File: config.mk
export PLATFORM = sky130hd
export DESIGN_NAME = rsn_element_stream_validator_top
export DESIGN_NICKNAME = d
export VERILOG_FILES = /design/src/sv/rsev_pkg.sv /design/src/sv/rsev_out_buf.sv /design/src/sv/rsev_parser.sv /design/src/sv/rsn_element_stream_validator_top.sv
export SDC_FILE = /design/constraint.sdc
export NUM_CORES = 1
export LEC_CHECK = 0
export BUFFER_PORTS_ARGS = -buffer_cell sky130_fd_sc_hd__buf_2
export CAP_MARGIN = 20
export CORE_MARGIN = 4
export CORE_UTILIZATION = 30
export DETAILED_ROUTE_END_ITERATION = 8
export MAX_ROUTING_LAYER = met4
export PLACE_DENSITY = 0.5
export SYNTH_ARGS = -nofsm -noshare
export SYNTH_HDL_FRONTEND = slang
export SYNTH_SLANG_ARGS = --single-unit
File: constraint.sdc
create_clock -name clk -period 14.1 [get_ports clk]
set_clock_uncertainty 0.2 [all_clocks]
set_input_delay 2.82 -clock clk [delete_from_list [all_inputs] [get_ports clk]]
set_output_delay 2.82 -clock clk [all_outputs]
set_load 0.02 [all_outputs]
File: src/sv/rsev_pkg.sv
// types, constants and helpers of the rsn element stream validator
`timescale 1ns / 1ps
package rsev_pkg;

  localparam int unsigned CFG_INDEX_W = 1;
  localparam int unsigned CFG_DATA_W  = 2;

  // configuration register indexes
  localparam logic [CFG_INDEX_W-1:0] REG_SECURITY_MODE = 1'd0;
  localparam logic [CFG_INDEX_W-1:0] REG_PMF_DEMAND    = 1'd1;

  // security modes
  localparam logic [1:0] MODE_WPA2_PSK = 2'd0;
  localparam logic [1:0] MODE_WPA3_SAE = 2'd1;
  localparam logic [1:0] MODE_MIXED    = 2'd2;

  // verdict codes
  localparam logic [1:0] VERDICT_ACCEPT    = 2'd0;
  localparam logic [1:0] VERDICT_MALFORMED = 2'd1;
  localparam logic [1:0] VERDICT_REFUSED   = 2'd2;

  // element format
  localparam logic [7:0]  RSN_ELEMENT_ID = 8'd48;
  localparam logic [7:0]  RSN_MIN_BODY   = 8'd18;
  localparam logic [7:0]  OUI_BYTE0      = 8'h00;
  localparam logic [7:0]  OUI_BYTE1      = 8'h0f;
  localparam logic [7:0]  OUI_BYTE2      = 8'hac;
  localparam logic [23:0] OUI_PREFIX     = {OUI_BYTE0, OUI_BYTE1, OUI_BYTE2};
  localparam logic [7:0]  RSN_VERSION    = 8'd1;
  localparam logic [7:0]  SUITE_CCMP     = 8'd4;
  localparam logic [7:0]  AKM_PSK        = 8'd2;
  localparam logic [7:0]  AKM_SAE        = 8'd8;
  localparam logic [7:0]  CAP_MFPC       = 8'(1 << 7);

  // found flag bit positions
  localparam int unsigned FL_PCCMP = 0;
  localparam int unsigned FL_PSK   = 1;
  localparam int unsigned FL_SAE   = 2;
  localparam int unsigned FL_MFPC  = 3;

  typedef struct packed {
    logic [7:0] data_byte;
    logic       has_byte;
    logic       is_last;
  } in_beat_t;

  typedef struct packed {
    logic [1:0] verdict;
    logic       sae_selected;
  } out_beat_t;

  typedef struct packed {
    logic [1:0] security_mode;
    logic       pmf_demand;
  } cfg_t;

  typedef struct packed {
    logic      push;
    out_beat_t beat;
  } result_t;

  // fixed head of the rsn body: version, group oui and ccmp suite type
  function automatic logic [7:0] head_byte(input logic [2:0] idx);
    logic [7:0] v;
    case (idx)
      3'd0:    v = RSN_VERSION;
      3'd1:    v = 8'd0;
      3'd2:    v = OUI_BYTE0;
      3'd3:    v = OUI_BYTE1;
      3'd4:    v = OUI_BYTE2;
      3'd5:    v = SUITE_CCMP;
      default: v = 8'd0;
    endcase
    return v;
  endfunction

endpackage

File: src/sv/rsev_out_buf.sv
// output register with a skid stage for the verdict channel
`timescale 1ns / 1ps
module rsev_out_buf
  import rsev_pkg::*;
(
  input  logic      clk,
  input  logic      rst,
  input  result_t   res,
  output logic      can_take,
  output logic      out_valid,
  input  logic      out_ready,
  output out_beat_t out_data
);

  logic      main_valid;
  logic      skid_valid;
  out_beat_t main_beat;
  out_beat_t skid_beat;

  assign can_take  = !skid_valid;
  assign out_valid = main_valid;
  assign out_data  = main_beat;

  always_ff @(posedge clk) begin
    if (rst) begin
      main_valid <= 1'b0;
      skid_valid <= 1'b0;
    end else if (!main_valid || out_ready) begin
      if (skid_valid) begin
        main_valid <= 1'b1;
        skid_valid <= 1'b0;
      end else begin
        main_valid <= res.push;
      end
    end else if (res.push) begin
      skid_valid <= 1'b1;
    end
  end

  always_ff @(posedge clk) begin
    if (!main_valid || out_ready) begin
      if (skid_valid) begin
        main_beat <= skid_beat;
      end else if (res.push) begin
        main_beat <= res.beat;
      end
    end else if (res.push) begin
      skid_beat <= res.beat;
    end
  end

endmodule

File: src/sv/rsev_parser.sv
// per-byte walk of the element list and rsn body checks, verdict on buffer end
`timescale 1ns / 1ps
module rsev_parser
  import rsev_pkg::*;
(
  input  logic     clk,
  input  logic     rst,
  input  logic     accept,
  input  in_beat_t beat,
  input  cfg_t     cfg,
  output result_t  res
);

  typedef enum logic [3:0] {
    PH_TYPE, PH_LEN_OTHER, PH_LEN_RSN, PH_SKIP, PH_HEAD, PH_PCOUNT, PH_PSUITE,
    PH_ACOUNT, PH_ASUITE, PH_CAP, PH_TAIL, PH_DRAIN, PH_DONE
  } phase_t;

  phase_t      phase, phase_next;
  logic [7:0]  elem_left, elem_left_next;
  logic [7:0]  body_len, body_len_next;
  logic [7:0]  rsn_pos, rsn_pos_next;
  logic [15:0] suites_left, suites_left_next;
  logic [23:0] suite_bytes, suite_bytes_next;
  logic [3:0]  flags, flags_next;
  logic [1:0]  pending, pending_next;

  logic [7:0]  b;
  logic [7:0]  pos_inc;
  logic [7:0]  room;
  logic [15:0] count;
  logic        ends;
  logic [1:0]  verdict;
  logic        sae;
  logic        psk_seen;
  logic        sae_seen;
  logic        bad;

  assign b       = beat.data_byte;
  assign pos_inc = rsn_pos + 8'd1;
  assign room    = body_len - pos_inc;
  assign count   = {b, suite_bytes[7:0]};
  assign ends    = !beat.has_byte || beat.is_last;

  always_comb begin
    phase_next       = phase;
    elem_left_next   = elem_left;
    body_len_next    = body_len;
    rsn_pos_next     = rsn_pos;
    suites_left_next = suites_left;
    suite_bytes_next = suite_bytes;
    flags_next       = flags;
    pending_next     = pending;
    if (beat.has_byte) begin
      case (phase)
        PH_TYPE: begin
          phase_next = (b == RSN_ELEMENT_ID) ? PH_LEN_RSN : PH_LEN_OTHER;
        end
        PH_LEN_OTHER: begin
          elem_left_next = b;
          phase_next     = (b != 8'd0) ? PH_SKIP : PH_TYPE;
        end
        PH_LEN_RSN: begin
          body_len_next  = b;
          rsn_pos_next   = 8'd0;
          elem_left_next = 8'd0;
          flags_next     = '0;
          if (b == 8'd0) begin
            pending_next = VERDICT_REFUSED;
            phase_next   = PH_DONE;
          end else if (b < RSN_MIN_BODY) begin
            pending_next = VERDICT_REFUSED;
            phase_next   = PH_DRAIN;
          end else begin
            phase_next = PH_HEAD;
          end
        end
        PH_SKIP: begin
          elem_left_next = elem_left - 8'd1;
          if (elem_left == 8'd1) begin
            phase_next = PH_TYPE;
          end
        end
        PH_DONE: begin
        end
        default: begin
          // inside the rsn body
          rsn_pos_next = pos_inc;
          case (phase)
            PH_HEAD: begin
              if (rsn_pos >= 8'd6 || b != head_byte(rsn_pos[2:0])) begin
                pending_next = VERDICT_REFUSED;
                phase_next   = PH_DRAIN;
              end else if (rsn_pos == 8'd5) begin
                phase_next = PH_PCOUNT;
              end
            end
            PH_PCOUNT, PH_ACOUNT: begin
              if (elem_left == 8'd0) begin
                suite_bytes_next = {16'd0, b};
                elem_left_next   = 8'd1;
              end else begin
                elem_left_next   = 8'd0;
                suite_bytes_next = '0;
                if (count == 16'd0 || count > {10'd0, room[7:2]}) begin
                  pending_next = VERDICT_MALFORMED;
                  phase_next   = PH_DRAIN;
                end else begin
                  suites_left_next = count;
                  phase_next = (phase == PH_PCOUNT) ? PH_PSUITE : PH_ASUITE;
                end
              end
            end
            PH_PSUITE, PH_ASUITE: begin
              if (elem_left < 8'd3) begin
                suite_bytes_next = {suite_bytes[15:0], b};
                elem_left_next   = elem_left + 8'd1;
              end else begin
                if (suite_bytes == OUI_PREFIX) begin
                  if (phase == PH_PSUITE) begin
                    if (b == SUITE_CCMP) flags_next[FL_PCCMP] = 1'b1;
                  end else if (b == AKM_PSK) begin
                    flags_next[FL_PSK] = 1'b1;
                  end else if (b == AKM_SAE) begin
                    flags_next[FL_SAE] = 1'b1;
                  end
                end
                elem_left_next   = 8'd0;
                suite_bytes_next = '0;
                suites_left_next = suites_left - 16'd1;
                if (suites_left == 16'd1) begin
                  if (phase == PH_PSUITE) begin
                    if (room < 8'd2) begin
                      pending_next = VERDICT_MALFORMED;
                      phase_next   = PH_DRAIN;
                    end else begin
                      phase_next = PH_ACOUNT;
                    end
                  end else begin
                    phase_next = (room >= 8'd2) ? PH_CAP : PH_TAIL;
                  end
                end
              end
            end
            PH_CAP: begin
              if ((b & CAP_MFPC) != 8'd0) flags_next[FL_MFPC] = 1'b1;
              phase_next = PH_TAIL;
            end
            default: begin
            end
          endcase
          if (pos_inc == body_len) begin
            if (phase_next != PH_DRAIN) pending_next = VERDICT_ACCEPT;
            phase_next = PH_DONE;
          end
        end
      endcase
    end
  end

  // verdict from the state the current byte leaves behind
  always_comb begin
    psk_seen = flags_next[FL_PSK];
    sae_seen = flags_next[FL_SAE];
    if (phase_next == PH_TYPE) begin
      verdict = VERDICT_REFUSED;
    end else if (phase_next != PH_DONE) begin
      verdict = VERDICT_MALFORMED;
    end else begin
      verdict = pending_next;
    end
    bad = !flags_next[FL_PCCMP] ||
          (cfg.security_mode == MODE_WPA2_PSK && !psk_seen) ||
          (cfg.security_mode == MODE_WPA3_SAE && !sae_seen) ||
          (cfg.security_mode == MODE_MIXED && !psk_seen && !sae_seen) ||
          (cfg.pmf_demand && !flags_next[FL_MFPC]);
    sae = 1'b0;
    if (verdict == VERDICT_ACCEPT) begin
      if (bad) begin
        verdict = VERDICT_REFUSED;
      end else begin
        sae = sae_seen && (cfg.security_mode == MODE_WPA3_SAE || !psk_seen);
      end
    end
    if (cfg.security_mode != MODE_WPA2_PSK && cfg.security_mode != MODE_WPA3_SAE &&
        cfg.security_mode != MODE_MIXED) begin
      verdict = VERDICT_REFUSED;
      sae     = 1'b0;
    end
  end

  assign res.push              = accept && ends;
  assign res.beat.verdict      = verdict;
  assign res.beat.sae_selected = sae;

  always_ff @(posedge clk) begin
    if (rst || (accept && ends)) begin
      phase       <= PH_TYPE;
      elem_left   <= '0;
      body_len    <= '0;
      rsn_pos     <= '0;
      suites_left <= '0;
      suite_bytes <= '0;
      flags       <= '0;
      pending     <= VERDICT_REFUSED;
    end else if (accept) begin
      phase       <= phase_next;
      elem_left   <= elem_left_next;
      body_len    <= body_len_next;
      rsn_pos     <= rsn_pos_next;
      suites_left <= suites_left_next;
      suite_bytes <= suite_bytes_next;
      flags       <= flags_next;
      pending     <= pending_next;
    end
  end

endmodule

File: src/sv/rsn_element_stream_validator_top.sv
// top level of the rsn element stream validator
// one byte beat is taken every cycle while input ready is high; the verdict of the beat
// that ends the buffer (has_byte low or is_last high) goes to the output or skid register
// throughput is set by the per-byte parse registers: one byte per clock while input ready is high
// input ready drops only while the output register and its skid stage both hold beats
// synchronous reset clears the parse state, the output stages and both config registers
`timescale 1ns / 1ps
module rsn_element_stream_validator_top
  import rsev_pkg::*;
(
  input  logic                   clk,
  input  logic                   rst,
  input  logic                   in_valid,
  output logic                   in_ready,
  input  in_beat_t               in_data,
  output logic                   out_valid,
  input  logic                   out_ready,
  output out_beat_t              out_data,
  input  logic                   cfg_write,
  input  logic [CFG_INDEX_W-1:0] cfg_index,
  input  logic [CFG_DATA_W-1:0]  cfg_data
);

  cfg_t    cfg;
  result_t res;
  logic    accept;

  always_ff @(posedge clk) begin
    if (rst) begin
      cfg <= '0;
    end else if (cfg_write) begin
      case (cfg_index)
        REG_SECURITY_MODE: cfg.security_mode <= cfg_data;
        REG_PMF_DEMAND:    cfg.pmf_demand    <= cfg_data[0];
        default: begin
        end
      endcase
    end
  end

  assign accept = in_valid && in_ready;

  rsev_parser u_parser (
    .clk    (clk),
    .rst    (rst),
    .accept (accept),
    .beat   (in_data),
    .cfg    (cfg),
    .res    (res)
  );

  rsev_out_buf u_out_buf (
    .clk       (clk),
    .rst       (rst),
    .res       (res),
    .can_take  (in_ready),
    .out_valid (out_valid),
    .out_ready (out_ready),
    .out_data  (out_data)
  );

endmodule

* Yosys cells after proc, flatten, opt, wreduce, memory -nomap -nowiden
Cells that the tools add are included.
Word-level totals: output and inout bits 5, flip-flop bits (word level) 85, input port bits 18
Cells by class: equality and inequality tests 32, $lt $le $gt $ge 6, muxes and demuxes 75, bitwise operators 5, reduce and logical (&&, ||, !) cells 55, add/subtract/negate cells 5
Operators with widths (number):
- 4-bit 2-to-1 mux | 17
- 8-bit one-hot mux with 4 select lines | 2
- 16-bit 2-to-1 mux | 3
- 24-bit one-hot mux with 2 select lines | 1
- 2-bit 2-to-1 mux | 21
- 8-bit 2-to-1 mux | 5
- 16-bit one-hot mux with 2 select lines | 1
- 8-bit one-hot mux with 2 select lines | 2
- 24-bit by 12-bit equality test with 1-bit output (second input constant) | 1
- 24-bit 2-to-1 mux | 1
- 4-bit one-hot mux with 5 select lines | 1
- 8-bit by 1-bit adder with 8-bit output (second input constant) | 2
- 16-bit by 1-bit equality test with 1-bit output (second input constant) | 1
- 4-bit by 3-bit equality test with 1-bit output (second input constant) | 4
- 8-bit by 3-bit equality test with 1-bit output (second input constant) | 2
- 16-bit by 6-bit > comparator with 1-bit output | 1
- 16-bit zero test | 1
- 8-bit zero test | 2
- 8-bit by 2-bit less-than comparator with 1-bit output (second input constant) | 2
- 4-bit one-hot mux with 4 select lines | 1
- 16-bit by 1-bit subtractor with 16-bit output (second input constant) | 1
- 3-bit 2-to-1 mux | 5
- 4-bit equality test (second input constant) | 3
- 1-bit 2-to-1 mux | 12
- 40 further kinds | 86

* Depth between registers and ports, before layout
Gate-level depths: netlist of run 1.
word-level depth 23, depth in mapped cells 22, mapped depth without buffers 20

* By module
From an unflattened synthesis of run 1, not the netlist that was laid out.
Unflattened totals: cell total of the unflattened synthesis 736, area total of the unflattened synthesis 5587.9 um^2
By module, submodules not included:
- rsev_parser | sequential area each 1481.4 um^2, instances 1, area each 5153.7 um^2, cells an instance 703
- rsev_out_buf | sequential area each 220.2 um^2, instances 1, area each 292.8 um^2, cells an instance 19
- rsn_element_stream_validator_top | sequential area each 60.1 um^2, instances 1, area each 141.4 um^2, cells an instance 14

* Least setup slack after synthesis of run 1
Ideal clock, no wire load.
path kind input to register, start input in_data[7] (netlist name), end register u_out_buf.main_beat (netlist bit u_out_buf.out_data[1]), data pin, slack 8.457 ns, path buffers 1, cell stages on the path 11, setup time 0.256 ns, data required time 13.644 ns, arrival time 5.187 ns, cells stage by stage buf_2 or3_4 nor4_4 nand2_1 nor2_1 o211ai_1 a21oi_1 o311ai_1 a2111oi_2 o21ai_1 a31o_2
On the way: longest elaborated chain between the ends 19
RTL lines:
- from (decl) | RTL line rsn_element_stream_validator_top.sv:15 | input in_beat_t in_data,
- 16-bit by 6-bit > comparator with 1-bit output, or another cell as far along | RTL line rsev_parser.sv:105 | if (count == 16'd0 || count > {10'd0, room[7:2]}) begin
- 1-bit logical OR, or another cell as far along | RTL line rsev_parser.sv:105
- 4-bit 2-to-1 mux, or another cell as far along | RTL line rsev_parser.sv:105
- 4-bit 2-to-1 mux, or another cell as far along | RTL line rsev_parser.sv:99 | if (elem_left == 8'd0) begin
- 4-bit one-hot mux with 4 select lines, or another cell as far along | RTL line rsev_parser.sv:89 | case (phase)
- 4-bit 2-to-1 mux, or another cell as far along | RTL line rsev_parser.sv:55 | case (phase)
- 4-bit 2-to-1 mux, or another cell as far along | RTL line rsev_parser.sv:54 | if (beat.has_byte) begin
- 4-bit != test, or another cell as far along | RTL line rsev_parser.sv:153 | if (phase_next != PH_DRAIN) pending_next = VERDICT_ACCEPT;
- [... 3 more ...]
- 2-bit 2-to-1 mux / 1-bit logical OR (equally long branches) | RTL line rsev_parser.sv:54, rsev_parser.sv:173
- 2-bit 2-to-1 mux / 1-bit logical OR (equally long branches) | RTL line rsev_parser.sv:167, rsev_parser.sv:174
- 2-bit 2-to-1 mux / 1-bit logical OR (equally long branches) | RTL line rsev_parser.sv:165, rsev_parser.sv:175
- 2-bit 2-to-1 mux / 2-bit zero test (equally long branches) | RTL line rsev_parser.sv:179, rsev_parser.sv:178
- 2-bit 2-to-1 mux (*) | RTL line rsev_parser.sv:178 | if (verdict == VERDICT_ACCEPT) begin
- 2-bit 2-to-1 mux (*) | RTL line rsev_parser.sv:185 | if (cfg.security_mode != MODE_WPA2_PSK && cfg.security_mode != MODE_WPA3_SAE &&
- 3-bit 2-to-1 mux (*) | RTL line rsev_out_buf.sv:44 | end else if (res.push) begin
- 3-bit 2-to-1 mux (*) | RTL line rsev_out_buf.sv:42 | if (skid_valid) begin
- to (signal assigned) | RTL line rsev_out_buf.sv:43 | main_beat <= skid_beat;
- to (signal assigned) | RTL line rsev_out_buf.sv:45 | main_beat <= res.beat;
- to (decl) | RTL line rsev_out_buf.sv:17 | out_beat_t main_beat;
Every way passes the cells marked *; elsewhere a longest branch is shown, timed or not. The select of a mux whose other input is x is not followed. A chain may end at the register's enable or synchronous reset.

* Final worst setup path of run 1
start input in_data[9] (netlist name), end register u_out_buf.main_beat (netlist bit u_out_buf.out_data[1]), data pin
Same word-level chain as after synthesis.

==> results of run 1 <==
[metal layers]
| layer | part of all wire, % | global-route usage (%) |
|---|---|---|
| met2 | 45 | 25.8 |
| met4 | 1.5 | 4.46 |
| met1 | 49 | 23.0 |
| met3 | 4.0 | 3.05 |
| met5 | 0 | - |
[per-stage QoR]
stage	worst slack [ns]	total power, mW	utilization (%)
after global routing	8.09	0.565	33.5
after detailed placement	8.06	0.311	31.9
after CTS	8.44	0.549	33.4
after floorplan	8.46	0.294	-
final	8.41	0.541	33.5
after global placement	8.06	0.311	31.9
[worst max-delay path, stage by stage]
cell and delay, ns:
buf_2 0.17, a2111oi_0 0.40, nor3_1 0.12, nor4_2 0.33
nand2_1 0.09, o21ai_0 0.35, a2111oi_0 0.17, a21o_1 0.25
a2111oi_2 0.48, o21ai_1 0.15, a31o_2 0.26
[power breakdown]
group          switching [mW]  internal, mW  total, mW
clock network           0.106         0.130      0.236
registers             0.00399         0.246      0.250
logic                  0.0372        0.0185     0.0557
total                   0.147         0.395      0.541
[logic make-up after synthesis]
group,synth area share (%)
AO/OA/AOI/OAI,26.0
XOR/XNOR,2.58
adder cells (fa/ha/maj),5.64
buffers and inverters,4.41
flip-flops,31.0
multiplexers,1.15
AND/OR/NAND/NOR,29.2
[cell type report]
type	instances	area [um^2]
fill	2006	12400
multi-input combinational	597	3670
sequential	85	1760
tap	234	293
clock buffer	12	256
timing repair buffer	26	140
inverter	24	90.1
clock inverter	4	28.8
antenna	1	2.50
[sequential cells by signal, indices dropped and copies added (netlist names)]
signal and count:
u_out_buf.skid_valid 1, cfg 3, u_parser.body_len 8, u_parser.pending 2, u_out_buf.out_data 3, u_parser.elem_left 8
u_parser.suite_bytes 24, u_parser.rsn_pos 8, u_out_buf.out_valid 1, u_out_buf.skid_beat 3, u_parser.suites_left 16, u_parser.phase 4
u_parser.flags 4
[worst max-delay path by stage]
stage,from,to
after floorplan,in_data[7],u_out_buf.out_data[1]$_DFFE_PP_
after global placement,in_data[9],u_out_buf.out_data[1]$_DFFE_PP_
after detailed placement,in_data[7],u_out_buf.out_data[1]$_DFFE_PP_
after CTS,in_data[7],u_out_buf.out_data[1]$_DFFE_PP_
after global routing,in_data[9],u_out_buf.out_data[1]$_DFFE_PP_
final,in_data[9],u_out_buf.out_data[1]$_DFFE_PP_
[cell usage in the layout, fill, tap and decap left out, drive strengths merged, types with 9 or more instances in the layout]
cell | synthesis | routed
nor2 | 108 | 108
nand2 | 80 | 80
dfxtp | 79 | 79
a21oi | 58 | 58
o21ai | 40 | 40
a22oi | 36 | 36
inv | 24 | 27
nor3 | 26 | 26
buf | 9 | 26
ha | 24 | 24
nand3 | 18 | 18
nand4 | 13 | 13
clkbuf | 31 | 12
a211oi | 10 | 10
and2 | 10 | 10
nand2b | 10 | 10
nor4 | 10 | 10
nor2b | 9 | 9
or3 | 9 | 9
==> impl_results.md, run 1 <==
* Number of synthesized flops with an enable pin at 6
* Via count at 5444
* Synth Instances at 746
* Final nets at 786
* Worst slew margin at 36.4%
* Largest net degree at the start of global routing at 75
* Total grt overflow at 0
* Inst Count DP at about 970
* Count of different cell masters after synthesis at 79
* LEAKAGE at 2.22 nW
* Top-count cell post-synth: nor2_1
* Initial antenna violation count at 0
* Unrepaired setup endpoints after global routing: false
* Warnings from Yosys at 0
* DRT Wirelength at 17100 um
* Outcome: finished clean
* Final min period at around 5.7 ns
* I/O pin count at 23
* Setup slack, reg-to-reg at approximately 8.7 ns
* CTS buffer count at 9
* Std cell rows at 50
* DR iter-0 viols at 391
* Post-CTS Setup Bufs at 0
* Drt drc at 0
* Pre-antenna DRT Iters at 5
* Hold_ws at around 0.26 ns
* Cell Area, Synth at 0.00568 mm^2
* Slew @ Worst Pin at approximately 0.95 ns
* IO Port Bufs at 22
* Clock sinks at 85
* Drt wl/cell at approximately 17 um
* Ys async rst share at 0%
* CP required at 14.01 ns
* CTS clk-pin slew, worst paths at 0.06 ns
* Register area share after synthesis at roughly 31%
* Hold Path Sink: u_parser.body_len[5]$_SDFFE_PP0P_
* Worst Setup End Kind: flip-flop
* Vias in the first global route at 5117
* Chip Height at approximately 150 um
* Startpoint Class: input pin
* Root Buffer: clkbuf_16
* Final hold violation count at 0
* Post-synth top flop: dfxtp_1
* Gr usage total at between 10% and 20%
* Top cells by area, synth: dfxtp_1 28%, nor2_1 7.1%, ha_1 5.3%, nand2_1 5.2%, a21oi_1 5.1%
* Post-route cell area at ~0.0062 mm^2
* P per Cell Area at 86.7 mW/mm^2
* Chip width at ~150 um
* Worst min path class: flip-flop to flip-flop
* Synthesized area per cell at 7.61 um^2
* FF+latch count, synth at between 80 and 90
* Syn nets at 789
* TritonCTS clock tree: done
* Worst skew pair latency at about 0.35 ns
* Htree depth at 3
* Peak supply drop at 0.0000607 V
* Setup TNS at 0 ns
* Max Cap Viol at 0
* Vias per cell at 5.54
* Post-DP HPWL at 12200 um
* Placer Congestion at ~0.94
* Hold path startpoint: u_parser.body_len[5]$_SDFFE_PP0P_
* Initial core utilization at 30.5%
* Share of cells above drive strength 1 at 9.63%
* Maximum clock rate at roughly 180 MHz
* CTS resizes at 0
* Hold Path Stages at 2
* Wire length of the first global-routing pass at 28200 um
* Crit-path max FO at 10
* RR Endpoint: u_out_buf.out_data[0]$_DFFE_PP_
* Clock buffer depth at 2
* Layout Cells excl Fill at 983
* Setup CP Type: input pin to flip-flop
* # hold bufs at CTS at 0
* RR Startpoint: u_parser.rsn_pos[2]$_SDFFE_PP0P_
* Setup Viol. Count Final at 0
* Dpl cell area at 0.00595 mm^2
* Core Region at between 0.015 and 0.02 mm^2
* Area leader, netlist: dfxtp_1
* Post-synth top area share at 27.9%
* Antenna Violating Nets Remaining at 0
* Final period utilization at 40.3%
* Crit path DAT at ~5.6 ns
* Area Growth Syn to Fin at 10.0%
* FF-to-FF path depth at 19
* Die footprint at 0.0212 mm^2
* Post-synth top cells: 107 x nor2_1, 79 x dfxtp_1, 79 x nand2_1
* Final Max Slew Viols at 0
Power figures use the tool's default switching activity.
==> run 2, diff against run 1 <==
Settings changed: ABC_AREA set to 1, PLACE_DENSITY 0.5 to 0.51.
Clock period 14.1 ns to 4.9 ns, I/O delays scaled along.
==> run 2 against run 1 <==
Net effect: critical path depth grew 18; clock power rose to 3.1 times the previous value; combinational power grew to 3.6 times the previous value; power rose to 3.1 times the previous value; synthesized cell count grew 15%; worst setup slack got worse by 7.9 ns; sequential share of layout area increased by 0.11 points; sequential cell count stayed put; critical path type is now flip-flop to flip-flop; critical endpoint unchanged; largest power group is now clock.
==> impl_results.md, run 2 <==
* Outcome: finished clean
* Post-Route Utilization at 34.5%
* Worst Setup End Kind: flip-flop
* Setup TNS at 0 ns
* Gr usage total at 16.7%
* Slew @ Worst Pin at around 1.0 ns
* CTS resizes at 0
* CP required at 4.82 ns
* Hold Path Stages at 2
* CTS buffer count at 9
* Initial core utilization at 30.6%
* Worst skew pair latency at 0.36 ns
* Hold Path Sink: u_parser.suite_bytes[17]$_SDFFE_PP0P_
* Clock buffer depth at 2
* Synth Instances at 859
* IO Port Bufs at 22
* Drt wl/cell at 14.4 um
* Initial antenna violation count at 0
* Setup slack, reg-to-reg at 0.54 ns
* Final nets at 924
* Crit path DAT at approximately 4.3 ns
* Largest net degree at the start of global routing at 47
* Number of synthesized flops with an enable pin at 6
* Count of different cell masters after synthesis at 42
* Post-synth top area share at 28.6%
* Max Cap Viol at 0
* Final period utilization at 89.0%
* Drt drc at 0
* Met1 Usage GRT at 21.9%
* Die footprint at 0.0206 mm^2
* # hold bufs at CTS at 0
* Post-synth top flop: dfxtp_1
* Syn nets at 902
* Final min period at ~4.4 ns
* Warnings from Yosys at 0
* Via count at 5523
* Total grt overflow at 0
* Final hold violation count at 0
* FF-to-FF path depth at 29
* Cell Area, Synth at 0.00552 mm^2
* RR Startpoint: u_parser.rsn_pos[1]$_SDFFE_PP0P_
* Crit-path max FO at 5
* Hold path startpoint: u_parser.suite_bytes[17]$_SDFFE_PP0P_
* Unrepaired setup endpoints after global routing: false
* Worst slew margin at 31.0%
* Synthesized area per cell at 6.43 um^2
* Antenna Violating Nets Remaining at 0
* Startpoint Class: flip-flop
* Most common cell after layout, fill and taps aside: nand2_1
* Most flops, register: u_parser.suite_bytes
* GR Layer Usage met2 at around a quarter
* RR Endpoint: u_out_buf.out_data[1]$_DFFE_PP_
* Largest register FFs at 24
* Post-CTS Setup Bufs at 0
* Root Buffer: clkbuf_16
* Ys async rst share at 0%
* DR iter-0 viols at 391
* Core Region at 0.0180 mm^2
* Chip width at 144 um
* Htree depth at 3
* I/O pin count at 23
* Area leader, netlist: dfxtp_1
* Register area share after synthesis at 31.9%
* DRT Wirelength at 16100 um
* TritonCTS clock tree: done
* Post-DP HPWL at approximately 12000 um
* Gr busiest metal: met2
* Regs by FF count: u_parser.suite_bytes: 24 flops, u_parser.suites_left: 16 flops
* Peak supply drop at ~0.00018 V
* Crit-path most repeated cell: nand2_1
* Pre-antenna DRT Iters at 5
* Fillers at 2011
* Final Max Slew Viols at 0
* Setup CP Type: flip-flop to flip-flop
* Share of cells above drive strength 1 at 8.01%
* Post-synth top cells: 220 x nand2_1, 113 x inv_1, 95 x nor2_1
* Leading cell types in the layout, fill and taps excluded: 220 x nand2_1, 113 x inv_1, 94 x nor2_1
* Met3 usage at under 10%
* Vias per cell at 4.95
* Dpl cell area at 0.00590 mm^2
* Chip Height at 144 um
* Maximum clock rate at 229 MHz
* Setup Viol. Count Final at 0
* CP peak stage delay at 0.36 ns
* CP max stage cell: ha_1
* LEAKAGE at 2.75 nW
* N_diodes at 0
* Worst min path class: flip-flop to flip-flop
* FF+latch count, synth at 85
* Top cells by area, synth: dfxtp_1 29%, nand2_1 15%, inv_1 7.7%, a21oi_1 6.9%, nor2_1 6.5%
* CTS clk-pin slew, worst paths at ~0.06 ns
* Wire length of the first global-routing pass at 26500 um
* P per Cell Area at 267 mW/mm^2
* Std cell rows at 49
* Top-count cell post-synth: nand2_1
* Vias in the first global route at 5207
* Post-route cell area at around 0.0062 mm^2
* Clock sinks at 85
* Placer Congestion at around 0.91
* Area Growth Syn to Fin at 12.7%
[run 2: cell count changes after synthesis, sizes merged, moves of 7 or more]
cell	delta
nor2	-7
or3	-9
nand2b	-10
nor2b	-9
o21ai	+8
inv	+93
nand3	+39
and2	-8
a221oi	-8
a21oi	+19
nand2	+146
clkbuf	-20
a22oi	-35
nor3	-10
[run 2: worst max-delay path by stage]
stage               cells after the start                              end                             start
detailed placement                     30  u_out_buf.out_data[0]$_DFFE_PP_  u_parser.rsn_pos[1]$_SDFFE_PP0P_
finish                                 29  u_out_buf.out_data[1]$_DFFE_PP_  u_parser.rsn_pos[1]$_SDFFE_PP0P_
global route                           32  u_out_buf.out_data[1]$_DFFE_PP_  u_parser.rsn_pos[0]$_SDFFE_PP0P_
floorplan                              31  u_out_buf.out_data[1]$_DFFE_PP_  u_parser.rsn_pos[1]$_SDFFE_PP0P_
CTS                                    29  u_out_buf.out_data[1]$_DFFE_PP_  u_parser.rsn_pos[1]$_SDFFE_PP0P_
global placement                       30  u_out_buf.out_data[1]$_DFFE_PP_  u_parser.rsn_pos[2]$_SDFFE_PP0P_
[run 2: power by group]
| part | internal [mW] | leakage, nW | switching [mW] |
|---|---|---|---|
| Clock | 0.439 | 0.157 | 0.301 |
| Sequential | 0.712 | 0.696 | 0.00870 |
| Combinational | 0.0607 | 1.90 | 0.142 |
[run 2: layout make-up]
class | count | area [um^2] | area share (%)
Clock buffer | 11 | 264 | 4.24
Clock inverter | 5 | 56.3 | 0.905
Inverter | 118 | 443 | 7.12
Multi-Input combinational cell | 638 | 3250 | 52.2
Sequential cell | 85 | 1760 | 28.3
Tap cell | 229 | 287 | 4.61
Timing Repair Buffer | 29 | 163 | 2.61
[run 2: per-layer routing]
layer  wire length, um  share of wire [%]  vias up
li1                  -                  -     2867
met1              7820                 49     2525
met2              7250                 45      110
met3               736                4.6       21
met4               274                1.7        0
met5                 0                  0        -
[run 2: worst max-delay path: cells and delay by family (launching register included)]
| family | cells | cell delay [ns] |
|---|---|---|
| AO/OA/AOI/OAI | 4 | 0.61 |
| AND/OR/NAND/NOR | 20 | 1.67 |
| adder cells (fa/ha/maj) | 4 | 1.23 |
| buffers and inverters | 1 | 0.04 |
| flip-flops | 1 | 0.35 |
[run 2: cells by family (layout without fill, tap and decap cells)]
| kind of cell | count (synthesis) | in the layout | synth area share (%) |
|---|---|---|---|
| XOR/XNOR | 14 | 14 | 2.22 |
| AO/OA/AOI/OAI | 167 | 167 | 17.0 |
| AND/OR/NAND/NOR | 432 | 432 | 33.8 |
| flip-flops | 85 | 85 | 31.9 |
| buffers and inverters | 136 | 163 | 9.32 |
| adder cells (fa/ha/maj) | 25 | 25 | 5.80 |
[run 2: metrics by stage]
stage               setup slack, ns  cells  total power [mW]  hold WS [ns]
global placement              0.660   1099             0.939         0.257
global route                 0.0541   1115              1.74         0.290
CTS                           0.553   1115              1.68         0.270
detailed placement            0.580   1099             0.937         0.259
finish                        0.540   1115              1.66         0.268
floorplan                     0.996    859             0.874         0.233
